## src/hw/rtl/irc_pkg.sv

```systemverilog
`default_nettype none

package irc_pkg;

    localparam int POS_W = 5;

    localparam logic [15:0] CRC_INIT   = 16'hFFFF;
    localparam logic [15:0] CRC_POLY   = 16'hA001;
    localparam logic [15:0] MAGIC_WORD = 16'h4758;
    localparam logic [7:0]  FUNC_READ  = 8'h03;
    localparam logic [7:0]  BYTE_COUNT = 8'd26;

    // byte positions inside the 31-byte reply
    localparam logic [POS_W-1:0] POS_ADDR       = 5'd0;
    localparam logic [POS_W-1:0] POS_FUNC       = 5'd1;
    localparam logic [POS_W-1:0] POS_COUNT      = 5'd2;
    localparam logic [POS_W-1:0] POS_MAGIC_HI   = 5'd3;
    localparam logic [POS_W-1:0] POS_MAGIC_LO   = 5'd4;
    localparam logic [POS_W-1:0] POS_VER_HI     = 5'd5;
    localparam logic [POS_W-1:0] POS_VER_LO     = 5'd6;
    localparam logic [POS_W-1:0] POS_KIND_HI    = 5'd7;
    localparam logic [POS_W-1:0] POS_KIND_LO    = 5'd8;
    localparam logic [POS_W-1:0] POS_STAT_HI    = 5'd9;
    localparam logic [POS_W-1:0] POS_STAT_LO    = 5'd10;
    localparam logic [POS_W-1:0] POS_DRV_HI     = 5'd13;
    localparam logic [POS_W-1:0] POS_DRV_LO     = 5'd14;
    localparam logic [POS_W-1:0] POS_ID_FIRST   = 5'd17;
    localparam logic [POS_W-1:0] POS_ID_LAST    = 5'd24;
    localparam logic [POS_W-1:0] POS_TRAILER_LO = 5'd29;
    localparam logic [POS_W-1:0] POS_LAST       = 5'd30;

    typedef enum logic [1:0] {
        VERDICT_OK     = 2'd0,
        VERDICT_CRC    = 2'd1,
        VERDICT_HEADER = 2'd2,
        VERDICT_MAGIC  = 2'd3
    } t_verdict;

    typedef struct packed {
        t_verdict    verdict;
        logic [7:0]  node_address;
        logic [15:0] map_version;
        logic [15:0] node_kind;
        logic [15:0] node_status;
        logic [15:0] driver_number;
        logic [63:0] unique_id;
    } t_result;

    // reflected CRC-16, one byte
    function automatic logic [15:0] crc_byte(input logic [15:0] crc_in, input logic [7:0] b);
        logic [15:0] c;
        c = crc_in ^ {8'h00, b};
        for (int k = 0; k < 8; k++) begin
            c = c[0] ? ((c >> 1) ^ CRC_POLY) : (c >> 1);
        end
        return c;
    endfunction

endpackage

`default_nettype wire

```

## src/hw/rtl/irc_frame.sv

```systemverilog
`default_nettype none

module irc_frame (
    input  wire logic             i_clk,
    input  wire logic             i_rst_n,
    input  wire logic             i_fire,
    input  wire logic [7:0]       i_byte,
    input  wire logic             i_start,
    input  wire logic [7:0]       i_addr,
    output      logic             o_last,
    output      irc_pkg::t_result o_result
);

    logic                          r_active;
    logic [irc_pkg::POS_W-1:0]     r_pos;
    logic [15:0]                   r_crc;
    logic [7:0]                    r_addr;
    logic                          r_hdr_bad;
    logic                          r_magic_bad;
    logic [15:0]                   r_map_version;
    logic [15:0]                   r_node_kind;
    logic [15:0]                   r_node_status;
    logic [15:0]                   r_driver_number;
    logic [63:0]                   r_id;
    logic [7:0]                    r_trailer_low;

    logic                          w_active;
    logic                          w_update;
    logic [irc_pkg::POS_W-1:0]     w_pos;
    logic [15:0]                   w_crc;
    logic [7:0]                    w_addr;
    logic                          w_hdr_err;
    logic                          w_magic_err;
    logic [15:0]                   w_rx_crc;
    irc_pkg::t_verdict             w_verdict;

    logic [irc_pkg::POS_W-1:0]     n_pos;
    logic [15:0]                   n_crc;
    logic                          n_hdr_bad;
    logic                          n_magic_bad;

    // a start byte is byte 0 of a fresh frame
    always_comb begin
        w_active = i_start || r_active;
        w_pos    = i_start ? '0 : r_pos;
        w_crc    = i_start ? irc_pkg::CRC_INIT : r_crc;
        w_addr   = i_start ? i_addr : r_addr;
        w_update = i_fire && w_active;
        o_last   = w_active && (w_pos == irc_pkg::POS_LAST);
    end

    always_comb begin
        w_hdr_err   = ((w_pos == irc_pkg::POS_ADDR)  && (i_byte != w_addr)) ||
                      ((w_pos == irc_pkg::POS_FUNC)  && (i_byte != irc_pkg::FUNC_READ)) ||
                      ((w_pos == irc_pkg::POS_COUNT) && (i_byte != irc_pkg::BYTE_COUNT));
        w_magic_err = ((w_pos == irc_pkg::POS_MAGIC_HI) && (i_byte != irc_pkg::MAGIC_WORD[15:8])) ||
                      ((w_pos == irc_pkg::POS_MAGIC_LO) && (i_byte != irc_pkg::MAGIC_WORD[7:0]));
        n_hdr_bad   = (!i_start && r_hdr_bad) || w_hdr_err;
        n_magic_bad = (!i_start && r_magic_bad) || w_magic_err;
        n_crc       = (w_pos < irc_pkg::POS_TRAILER_LO) ? irc_pkg::crc_byte(w_crc, i_byte) : w_crc;
        n_pos       = o_last ? '0 : w_pos + 1'b1;
    end

    always_ff @(posedge i_clk) begin
        if (!i_rst_n) begin
            r_active    <= 1'b0;
            r_pos       <= '0;
            r_crc       <= irc_pkg::CRC_INIT;
            r_addr      <= '0;
            r_hdr_bad   <= 1'b0;
            r_magic_bad <= 1'b0;
        end else if (w_update) begin
            r_active    <= !o_last;
            r_pos       <= n_pos;
            r_crc       <= n_crc;
            r_addr      <= w_addr;
            r_hdr_bad   <= n_hdr_bad;
            r_magic_bad <= n_magic_bad;
        end
    end

    // field words are fully rewritten before the last byte, so no clear on start
    always_ff @(posedge i_clk) begin
        if (w_update) begin
            if (w_pos == irc_pkg::POS_VER_HI || w_pos == irc_pkg::POS_VER_LO) begin
                r_map_version <= {r_map_version[7:0], i_byte};
            end
            if (w_pos == irc_pkg::POS_KIND_HI || w_pos == irc_pkg::POS_KIND_LO) begin
                r_node_kind <= {r_node_kind[7:0], i_byte};
            end
            if (w_pos == irc_pkg::POS_STAT_HI || w_pos == irc_pkg::POS_STAT_LO) begin
                r_node_status <= {r_node_status[7:0], i_byte};
            end
            if (w_pos == irc_pkg::POS_DRV_HI || w_pos == irc_pkg::POS_DRV_LO) begin
                r_driver_number <= {r_driver_number[7:0], i_byte};
            end
            if (w_pos >= irc_pkg::POS_ID_FIRST && w_pos <= irc_pkg::POS_ID_LAST) begin
                r_id <= {r_id[55:0], i_byte};
            end
            if (w_pos == irc_pkg::POS_TRAILER_LO) begin
                r_trailer_low <= i_byte;
            end
        end
    end

    // CRC mismatch outranks header, header outranks magic
    always_comb begin
        w_rx_crc = {i_byte, r_trailer_low};
        priority if (w_rx_crc != r_crc) begin
            w_verdict = irc_pkg::VERDICT_CRC;
        end else if (r_hdr_bad) begin
            w_verdict = irc_pkg::VERDICT_HEADER;
        end else if (r_magic_bad) begin
            w_verdict = irc_pkg::VERDICT_MAGIC;
        end else begin
            w_verdict = irc_pkg::VERDICT_OK;
        end
    end

    always_comb begin
        o_result              = '0;
        o_result.verdict      = w_verdict;
        o_result.node_address = r_addr;
        if (w_verdict == irc_pkg::VERDICT_OK) begin
            o_result.map_version   = r_map_version;
            o_result.node_kind     = r_node_kind;
            o_result.node_status   = r_node_status;
            o_result.driver_number = r_driver_number;
            o_result.unique_id     = r_id;
        end
    end

endmodule

`default_nettype wire

```

## config.mk

```make
export PLATFORM = sky130hd
export DESIGN_NAME = irc_frame
export DESIGN_NICKNAME = d
export VERILOG_FILES = /design/src/hw/rtl/irc_pkg.sv /design/src/hw/rtl/irc_frame.sv
export SDC_FILE = /design/constraint.sdc
export NUM_CORES = 1
export LEC_CHECK = 0
export CORE_AREA = 10 10 121 123
export CTS_CLUSTER_DIAMETER = 100
export DETAILED_ROUTE_END_ITERATION = 8
export DIE_AREA = 0 0 131 133
export DONT_BUFFER_PORTS = 1
export PLACE_DENSITY_LB_ADDON = 0.25
export SKIP_LAST_GASP = 1
export SLEW_MARGIN = 30
export SYNTH_ARGS = -nofsm -noshare
export SYNTH_HDL_FRONTEND = slang
export SYNTH_SLANG_ARGS = --single-unit
```

## constraint.sdc

```tcl
create_clock -name i_clk -period 17.1 [get_ports i_clk]
set_clock_uncertainty 0.15 [all_clocks]
set_input_delay 3.42 -clock i_clk [delete_from_list [all_inputs] [get_ports i_clk]]
set_output_delay 3.42 -clock i_clk [all_outputs]
set_load 0.02 [all_outputs]
```

* After elaboration in Yosys (flattened, before gate mapping) *
Index checks and enable logic that the tools add are counted.

storage, ports and cells
  output and inout port bits = 139
  input port bits = 20
  word-level logic and storage cells = 92
  flip-flop bits (word level) = 168

cells by class
  multiplexer cells = 17
  reductions and logical operators = 30
  bitwise gates (word level) = 9
  magnitude comparators = 3
  equality and inequality tests = 20
  add/sub/neg operators = 1

operators with widths
  operator                                                  count
  2-to-1 mux 16 bit                                         10
  2-to-1 mux 128 bit                                        1
  equality test 5 x 4 -> 1 bit, second input constant       5
  NOT 2 -> 3 bit                                            8
  equality test 5 x 3 -> 1 bit, second input constant       4
  inequality test 16 bit                                    1
  inequality test 8 x 7 -> 1 bit, second input constant     2
  XOR 16 x 8 -> 16 bit                                      1
  AND reduction 2 bit                                       6
  equality test 5 x 2 -> 1 bit, second input constant       2
  equality test 5 bit, second input constant                2
  logical AND 1 bit                                         10
  logical OR 1 bit                                          10
  2-to-1 mux 5 bit                                          2
  2-to-1 mux 8 bit                                          1
  inequality test 8 x 2 -> 1 bit, second input constant     1
  inequality test 8 x 5 -> 1 bit, second input constant     1
  inequality test 8 bit                                     1
  2-to-1 mux 2 bit                                          3
  adder 5 x 1 -> 5 bit, second input constant               1
  equality test 5 x 1 -> 1 bit, second input constant       1
  greater-or-equal comparator 5 bit, second input constant  1
  <= comparator 5 bit, second input constant                1
  zero test 5 bit                                           1
  other kinds (3)                                           4

* Longest topological paths before layout *
Gate-level depths: netlist (run 1).

  word-level depth = 19
  gate-level depth with buffers = 10
  gate-level depth less buffers = 9

* Worst setup path after synthesis (run 1) *
No wires, ideal clock.

  kind = in2reg
  from = input i_start
  to = register r_id[0], enable pin
  path buffers = 1
  data arrival time = 10.896 ns
  path slack = 5.388 ns
  library setup time = 0.666 ns
  data required time = 16.284 ns
  cell stages on the path = 7
  cell sequence = buf_2 > inv_1 > nand2_1 > ha_1 > nor3b_1 > a21oi_1 > nor4b_1

on the way
  word-level cells in the longest chain between the ends = 4
  elaborated cells between the ends (all ways) = 7
  classes of those cells = order compare: 2; mux: 1; reduce/logical: 4

RTL lines
  element                                                                   line             text
  from (decl)                                                               irc_frame.sv:8   input wire logic i_start,
  2-to-1 mux 5 bit                                                          irc_frame.sv:45  w_pos = i_start ? '0 : r_pos;
  greater-or-equal comparator 5 bit or <= comparator 5 bit (tied branches)  irc_frame.sv:97  if (w_pos >= irc_pkg::POS_ID_FIRST && w_pos <= irc_pkg::POS_ID_LAST) begin
  logical AND 1 bit                                                         irc_frame.sv:97
  AND reduction 2 bit (no line) (*)                                         -
  to (signal assigned)                                                      irc_frame.sv:98  r_id <= {r_id[55:0], i_byte};
  to (decl)                                                                 irc_frame.sv:24  logic [63:0] r_id;

Mark *: on every way between the ends. The rest lies on a longest branch, timed or not.
A chain may end at the register's enable or synchronous reset.

==> results of run 1 <==
cell families after synthesis:
| group | after synthesis | share of synthesized area, % |
|---|---|---|
| muxes | 8 | 1.11 |
| and+or+nand+nor | 224 | 17.6 |
| adders and majority gates | 4 | 0.695 |
| xor gates and xnor gates | 53 | 6.97 |
| DFF | 168 | 65.6 |
| buffers and inverters | 42 | 2.66 |
| AOI/OAI and AO/OA | 54 | 5.33 |
cell usage after synthesis, drive strengths merged (4+ instances only):
cell,instances,area [um2]
edfxtp,136,4080
and2,128,801
nand2,33,124
dfxtp,32,641
xor2,31,279
clkbuf,23,88.8
xnor2,21,199
nor2,20,75.1
a21boi,12,90.1
buf,12,76.3
o21ai,11,55.1
nand3,10,50.1
o211ai,10,75.1
mux2i,8,80.1
nor3,8,45.0
inv,7,26.3
nor4,5,31.3
a21oi,4,20.0
ha,4,50.1
nand4,4,25.0
flip-flops by register name, indices dropped and copies added, names as in the netlist, 5 cells and up:
register,cells
r_driver_number,16
r_node_kind,16
r_addr,8
r_map_version,16
r_node_status,16
r_id,64
r_crc,16
r_pos,5
r_trailer_low,8
through the flow:
| step | power [mW] | cell area [um2] | hold slack [ps] | cells | setup WS [ps] |
|---|---|---|---|---|---|
| floorplan | 0.494 | 7200 | 267 | 553 | 5390 |
| global placement | 0.496 | 7320 | 270 | 696 | 8020 |
| detailed placement | 0.496 | 7330 | 274 | 696 | 7990 |
| CTS | 0.903 | 7960 | 286 | 728 | 7990 |
| global route | 0.923 | 7960 | 293 | 728 | 7780 |
| finish | 0.897 | 7960 | 284 | 728 | 7990 |
cells in the final DEF, fill, tap and decap left out, types with 2 or more instances in the layout:
master     count
a21boi_0      12
a21o_1         2
a21oi_1        4
a311oi_1       2
and2_1       128
buf_4          6
bufinv_16      5
clkbuf_1       3
clkbuf_16     17
clkinv_2       2
clkinv_4       2
dfxtp_1       32
edfxtp_1     136
ha_1           4
inv_1          7
mux2i_1        8
nand2_1       33
nand2b_1       2
nand3_1       10
nand4_1        4
nor2_1        20
nor2b_1        3
nor3_1         6
nor3_4         2
nor3b_1        3
nor4_1         4
o211a_1        3
o211ai_1      10
o21ai_0       11
xnor2_1       19
xnor2_2        2
xor2_1        30
final cells by class:
class / count / area (um2) / area share [%]
tap: 172 / 215 / 2.70
clock buffer: 20 / 437 / 5.48
multi-input combinational: 343 / 2320 / 29.1
sequential: 168 / 4720 / 59.3
timing repair buffer: 6 / 45.0 / 0.566
inverter: 7 / 26.3 / 0.330
clock inverter: 12 / 198 / 2.48
worst max-delay path, stage by stage:
cell	delay (ps)
xor2_1	130
nor4_1	440
nand4_1	270
nor3_4	170
buf_4	680
and2_1	380
routing by layer:
layer,wire length (um),up-vias,track usage (%)
met2,7460,169,26.8
met4,235,0,7.23
met3,1240,21,5.27
li1,-,1902,-
met1,6210,1955,20.5
met5,0,-,0
worst min-delay path by stage:
stage | from | to | slack (ps) | depth (start not counted)
after global routing | r_node_kind[6]$_DFFE_PP_ | r_node_kind[14]$_DFFE_PP_ | 290 | 0
after detailed placement | r_id[31]$_DFFE_PP_ | r_id[39]$_DFFE_PP_ | 270 | 0
after floorplan | r_driver_number[2]$_DFFE_PP_ | r_driver_number[10]$_DFFE_PP_ | 270 | 0
after CTS | r_id[15]$_DFFE_PP_ | r_id[23]$_DFFE_PP_ | 290 | 0
after global placement | r_id[48]$_DFFE_PP_ | r_id[56]$_DFFE_PP_ | 270 | 0
final | r_id[15]$_DFFE_PP_ | r_id[23]$_DFFE_PP_ | 280 | 0
power by group through the flow:
stage	clock (mW)	combinational, mW	sequential (mW)
2_1_floorplan	0	0.0383	0.456
3_3_place_gp	0	0.0379	0.458
3_5_place_dp	0	0.0382	0.458
4_1_cts	0.415	0.0387	0.449
5_1_grt	0.430	0.0431	0.450
6_report	0.409	0.0387	0.449
==> impl_metrics.toml, run 1 <==
[synthesis]
synth-seq-cells = 168
async_flop_share_pct = 0
syn-num-nets = 577
syn_avg_cell_area_um2 = 13.0
ys_seq_area_share_pct = 65.6
syn_area_um2 = 7200
synthFlopType = "edfxtp_1"
synth_cells = 553
synth.yosys.warnings = 0
synth-edff-count = 136
yosysUniqueCellTypes = 51

[routing]
vias = 4047
drcViolationCount = 0
drt-wirelength-per-cell_um = 20.8
viasPerCell = 5.56
drtPass1Iterations = 5
drt_wl_total_mm = 15.1
antenna_left = 0
drt-initial-drc-count = 382

[placement]
hpwl_mm = 10.1
gp_congestion = 0.856
portBuffers = 0

[cells_and_area]
fill_cells = 920
diodes = 0
drive_gt1_share_pct = 8.45
syn_to_final_growth_pct = 10.5
fin_util_pct = 64.4
nets = 567

[floorplanning]
die_h_um = 133
start_util_pct = 58.3
row_count = 41
die_area_um2 = 17400
pin_count = 159
die_width_um = 131
coreArea_um2 = 12400

[timing]
setup_viol = 0
worstMarginPinSlew_ps = 858
final_hold_viol_count = 0
min_period_over_period_pct = 53.3
fin_crit_ps = 9110
worst_slew_margin_rel_pct = 42.8
rsz0062_at_grt = "no"
fmax_mhz = 110
drv_slew = 0
finalSetupTns_ps = 0

[global_route]
antenna_found_initial = 0
grtUsageTotal_pct = 16.8
grt_max_degree = 129
overflow = 0
first_global_vias = 3915
grt_pass1_wl_mm = 22.3

[power]
swShare_pct = 19.6
p_comb_share_pct = 4.3
clockPowerShare_pct = 45.6
power-per-cell-area_nw_per_um2 = 113
p_leak_nw = 2.76
netSwitchingPower_mw = 0.176
p_seq_share_pct = 50.1
vdd_ir_drop_max_uv = 68.6
p_int_mw = 0.721

[run_status]
outcome = "complete, no violations"

[setup_path]
worst_setup_path_end_kind = "output pin"
path_class = "in2out"
critPathArrivalTime_ps = 5540
crit_end = "o_result[84]"
worst_r2r_path_depth = 5
reg2reg_slack_ps = 14540
startpoint = "i_byte[7]"
r2r-start = "r_pos[2]$_SDFFE_PN0P_"
cp_data_required_time_ps = 13530
rr_endpoint = "r_crc[14]$_SDFFE_PN1P_"
cp_max_fo = 128
cp-start-kind = "input pin"

[cts]
h-tree-depth = 4
clockRootBuffer = "clkbuf_16"
clkSinkCount = 168
clk_pin_slew_ps = 60
cts_repair_resize_count = 0
cts_setup_buffers = 0
cts_tree = "yes"
clk_latency_ps = 420
cts_hold_buf = 0
cts_buffers = 17
clk_path_buf_depth = 2

[hold_path]
hold_class = "reg2reg"

[run]
drv_cap = 0
Note: power is estimated with default switching activity, not from simulation.
==> inputs of run 2 (changes only) <==
CORE_AREA = 10 10 124 126   (was 10 10 121 123)
DIE_AREA = 0 0 134 136   (was 0 0 131 133)
clock period = 7.54 ns   (was 17.1 ns; I/O delays follow)
==> run 2 against run 1 <==
Compared with the run above:
- first-iteration DRC count is 0.79% higher
- final cell count is 0.41% higher
- largest cell class unchanged
- sequential share of layout area is 0.44 points higher
- sequential power is 130% higher
- combinational power is 130% higher
- worst setup slack worse by 5700 ps
- routed wire length is 0.81% lower
==> impl_metrics.toml, run 2 (synthesis gave the netlist of run 1 again) <==
[setup_path]
cp_max_fo = 128
worst_setup_path_end_kind = "output pin"
cpPeakStageDelay_ps = 640
path_class = "in2out"
critPathArrivalTime_ps = 3580
cp-start-kind = "input pin"
path_cells = "xor2_1 -> nor4_1 -> nand4_1 -> nor3_4 -> buf_4 -> and2_1"
cp_data_required_time_ps = 5880
worst_r2r_path_depth = 5
slowest_stage = "buf_4"

[cells_and_area]
seq_area_um2 = 4720
final_cell_mix = "edfxtp_1, and2_1, nand2_1"
largest_register_ffs = 64
diodes = 0
final_common_cell = "edfxtp_1"
regMostFlops = "r_id"
drive_gt1_share_pct = 8.29
multi_input_area_um2 = 2330
syn_to_final_growth_pct = 9.73
nets = 567
fill_cells = 995

[timing]
drv_slew = 0
worst_slew_margin_rel_pct = 43.5
rsz0062_at_grt = "no"
final_hold_viol_count = 0
setup_viol = 0
setup_ws_ps = 2300
fin_crit_ps = 5240
min_period_over_period_pct = 69.4
fmax_mhz = 191
worstMarginPinSlew_ps = 848
finalSetupTns_ps = 0

[power]
p_comb_share_pct = 4.6
netSwitchingPower_mw = 0.398
p_int_mw = 1.53
power-per-cell-area_nw_per_um2 = 244
swShare_pct = 20.6
vdd_ir_drop_max_uv = 163
clockPowerShare_pct = 42.6
p_seq_share_pct = 52.8
p_leak_nw = 2.72

[cts]
cts_hold_buf = 0
h-tree-depth = 4
cts_repair_resize_count = 0
clockRootBuffer = "clkbuf_16"
clk_path_buf_depth = 2
cts_buffers = 17
cts_setup_buffers = 0
clkSinkCount = 168
cts_tree = "yes"
clk_pin_slew_ps = 60
clk_latency_ps = 420

[routing]
drt-initial-drc-count = 385
vias = 4062
antenna_left = 0
drcViolationCount = 0
drtPass1Iterations = 5
drt-wirelength-per-cell_um = 20.5
viasPerCell = 5.56
drt_wl_total_mm = 15.0

[run]
drv_cap = 0

[placement]
gp_congestion = 0.904
portBuffers = 0
hpwl_mm = 10.4
pre_cts_ws_ps = 2310

[floorplanning]
pin_count = 159
die_area_um2 = 18200
row_count = 42
die_width_um = 134
coreArea_um2 = 13000
die_h_um = 136
start_util_pct = 55.5

[global_route]
grtUsageTotal_pct = 16.3
overflow = 0
grt_max_degree = 129
antenna_found_initial = 0
first_global_vias = 3904
grt_pass1_wl_mm = 22.9

[run_status]
outcome = "complete, no violations"

[hold_path]
hold_depth = 0
hold_class = "reg2reg"
[run 2: layout make-up]
cell class                 instances  area share (%)
timing repair buffer               6           0.570
clock buffer                      19            5.48
sequential                       168            59.8
clock inverter                    12            1.63
inverter                           7           0.332
tap                              176            2.79
multi-input combinational        343            29.4
[run 2: metal layers]
metal  part of all wire (%)  track usage, %
met1                     39            19.0
met3                    9.7            6.01
met2                     49            26.5
met4                    2.3            7.50
met5                      0               0
[run 2: path summary, 6_finish.rpt]
check / slack [ps] / endpoint / start
worst min-delay path: 290 / r_id[47]$_DFFE_PP_ / r_id[39]$_DFFE_PP_
worst max register to register: 4970 / r_crc[14]$_SDFFE_PN1P_ / r_pos[2]$_SDFFE_PN0P_
worst max-delay path: 2300 / o_result[123] / i_byte[7]
worst min register to register: 290 / r_id[47]$_DFFE_PP_ / r_id[39]$_DFFE_PP_
[run 2: worst max-delay path: cells and delay by family]
family | cells | cell delay (ps)
AND/OR/NAND/NOR | 4 | 1220
XOR/XNOR | 1 | 140
buffers and inverters | 1 | 640
[run 2: through the flow]
stage	cell area [um2]	std cells	power [mW]	hold slack, ps	util (%)
2_1_floorplan	7210	553	1.12	267	-
3_3_place_gp	7340	700	1.12	271	56.5
3_5_place_dp	7340	700	1.13	276	56.6
4_1_cts	7900	731	1.94	288	60.9
5_1_grt	7900	731	2.00	298	60.9
6_report	7900	731	1.93	291	60.9
[run 2: power groups by stage]
stage	clock network [mW]	registers, mW	logic (mW)
CTS	0.835	1.02	0.0889
floorplan	0	1.03	0.0871
global route	0.876	1.02	0.0984
global placement	0	1.04	0.0860
finish	0.821	1.02	0.0889
detailed placement	0	1.04	0.0879
==> inputs of run 3 (changes only) <==
ABC_AREA = 1   (was default)
CORE_AREA = 10 10 131 133   (was 10 10 124 126)
DIE_AREA = 0 0 141 143   (was 0 0 134 136)
clock period = 4.7 ns   (was 7.54 ns; I/O delays follow)
==> run 3 against run 2 <==
Compared with the run above:
- via count up 22%
- final cell count up 33%
- hold slack better by 5.4 ps
- non-clock buffer count up 10
- largest cell class unchanged
- combinational power up 42%
- routed wire length up 15%
- synthesized cell count up 38%
- critical endpoint is now o_result[127]
- power up 63%
- clock-buffer cell count down 1
- final area up 14%
==> impl_metrics.toml, run 3 <==
[setup_path]
cp_data_required_time_ps = 3610
slowest_stage = "nor2_1"
cp_max_fo = 34
cpPeakStageDelay_ps = 380
path_cells = "xor2_1 -> nor4_1 -> nand4_1 -> o21bai_4 -> or2_4 -> buf_12 -> nor2_1"
critPathArrivalTime_ps = 2760
path_class = "in2out"
worst_r2r_path_depth = 8
cp-start-kind = "input pin"
worst_setup_path_end_kind = "output pin"

[cts]
h-tree-depth = 4
cts_setup_buffers = 0
clk_path_buf_depth = 2
cts_hold_buf = 0
clkSinkCount = 168
clk_pin_slew_ps = 60
cts_repair_resize_count = 0
clockRootBuffer = "clkbuf_16"
clk_latency_ps = 420
cts_tree = "yes"
cts_buffers = 17

[timing]
setup_viol = 0
drv_slew = 0
setup_ws_ps = 854
rsz0062_at_grt = "no"
min_period_over_period_pct = 81.8
final_hold_viol_count = 0
worst_slew_margin_rel_pct = 43.2
worstMarginPinSlew_ps = 849
fmax_mhz = 260
finalSetupTns_ps = 0
fin_crit_ps = 3850

[synthesis]
synth_top_cells_by_area = "edfxtp_1, nor2_4, dfxtp_1"
synth.yosys.warnings = 0
yosys.area.top_type = "edfxtp_1"
synth_cells = 763
netlist_top_cells_count = "inv_1, edfxtp_1, nor2_4"
ys_seq_area_share_pct = 56.7
synth-seq-cells = 168
yosysTopAreaCellShare_pct = 49.0
async_flop_share_pct = 0
yosysUniqueCellTypes = 36
syn_avg_cell_area_um2 = 10.9
syn_area_um2 = 8340
yosysMostFrequentCell = "inv_1"
syn-num-nets = 787
synth-edff-count = 136
synthFlopType = "edfxtp_1"

[cells_and_area]
final_common_cell = "inv_1"
fin_util_pct = 62.6
regMostFlops = "r_id"
largest_register_ffs = 64
nets = 797
drive_gt1_share_pct = 20.1
final_cell_mix = "inv_1, edfxtp_1, nor2_4"
diodes = 0
syn_to_final_growth_pct = 8.37
fill_cells = 1169

[run_status]
outcome = "complete, no violations"

[global_route]
antenna_found_initial = 0
grt_pass1_wl_mm = 26.6
overflow = 0
first_global_vias = 4876
grt_max_degree = 65
grtUsageTotal_pct = 16.8

[placement]
hpwl_mm = 12.6
pre_cts_ws_ps = 864
gp_congestion = 0.868
portBuffers = 0

[routing]
drt_wl_total_mm = 17.3
drt-wirelength-per-cell_um = 17.9
vias = 4971
drcViolationCount = 0
drtPass1Iterations = 5
antenna_left = 0
viasPerCell = 5.13
drt-initial-drc-count = 352

[power]
p_leak_nw = 3.53
p_comb_share_pct = 4.0
clockPowerShare_pct = 43.9
power-per-cell-area_nw_per_um2 = 347
p_seq_share_pct = 52.1
p_int_mw = 2.48
vdd_ir_drop_max_uv = 224
swShare_pct = 20.8
netSwitchingPower_mw = 0.653

[floorplanning]
die_h_um = 143
row_count = 44
pin_count = 159
start_util_pct = 57.8
die_width_um = 141
die_area_um2 = 20200
coreArea_um2 = 14400

[hold_path]
hold_depth = 0
hold_class = "reg2reg"

[run]
drv_cap = 0
## run 3: layer usage
| layer | GRT usage, % | up-vias | wire length [um] |
|---|---|---|---|
| met4 | 5.54 | 0 | 292 |
| met1 | 19.6 | 2374 | 7050 |
| met3 | 6.07 | 27 | 1350 |
| met5 | 0 | - | 0 |
| met2 | 28.4 | 162 | 8640 |
| li1 | - | 2408 | - |
## run 3: power groups by stage
stage,Combinational [mW],Sequential [mW],Clock [mW]
6_report,0.126,1.64,1.38
2_1_floorplan,0.108,1.66,0
3_3_place_gp,0.121,1.67,0
3_5_place_dp,0.124,1.67,0
5_1_grt,0.143,1.64,1.46
4_1_cts,0.125,1.63,1.40
## run 3: cell type report
class,instances,area [um2],area share [%]
sequential,168,4720,52.3
multi-input combinational,397,2690,29.8
inverter,173,649,7.19
clock buffer,18,429,4.75
tap,184,230,2.55
timing repair buffer,16,158,1.74
clock inverter,13,153,1.69
## run 3: logic make-up (layout without fill, tap and decap cells)
group	count (synthesis)	in the layout	share of synthesized area (%)
AND/OR/NAND/NOR	291	291	23.1
buffers and inverters	198	220	11.5
flip-flops	168	168	56.7
AO/OA/AOI/OAI	69	69	4.68
XOR/XNOR	31	31	3.26
adder cells (fa/ha/maj)	4	4	0.600
multiplexers	2	2	0.240
## run 3: path summary, 6_finish.rpt
kind	start	to	slack, ps
hold / removal	r_id[1]$_DFFE_PP_	r_id[9]$_DFFE_PP_	300
setup / recovery	i_byte[6]	o_result[127]	850
hold reg to reg	r_id[1]$_DFFE_PP_	r_id[9]$_DFFE_PP_	300
setup reg to reg	r_pos[0]$_SDFFE_PN0P_	r_id[58]$_DFFE_PP_	2170
## run 3: worst max-delay path, delay by kind of cell
kind                      cells  cell delay [ps]
xor gates and xnor gates      1              130
AOI/OAI and AO/OA             1              250
and+or+nand+nor               4             1150
buffers and inverters         1              260
## run 3: per-stage QoR
step	power (mW)	std cells	area, um2	hold WS [ps]
detailed placement	1.79	938	8450	283
global placement	1.79	938	8450	279
finish	3.14	969	9030	297
floorplan	1.77	763	8370	276
global route	3.24	969	9030	304
CTS	3.16	969	9030	298
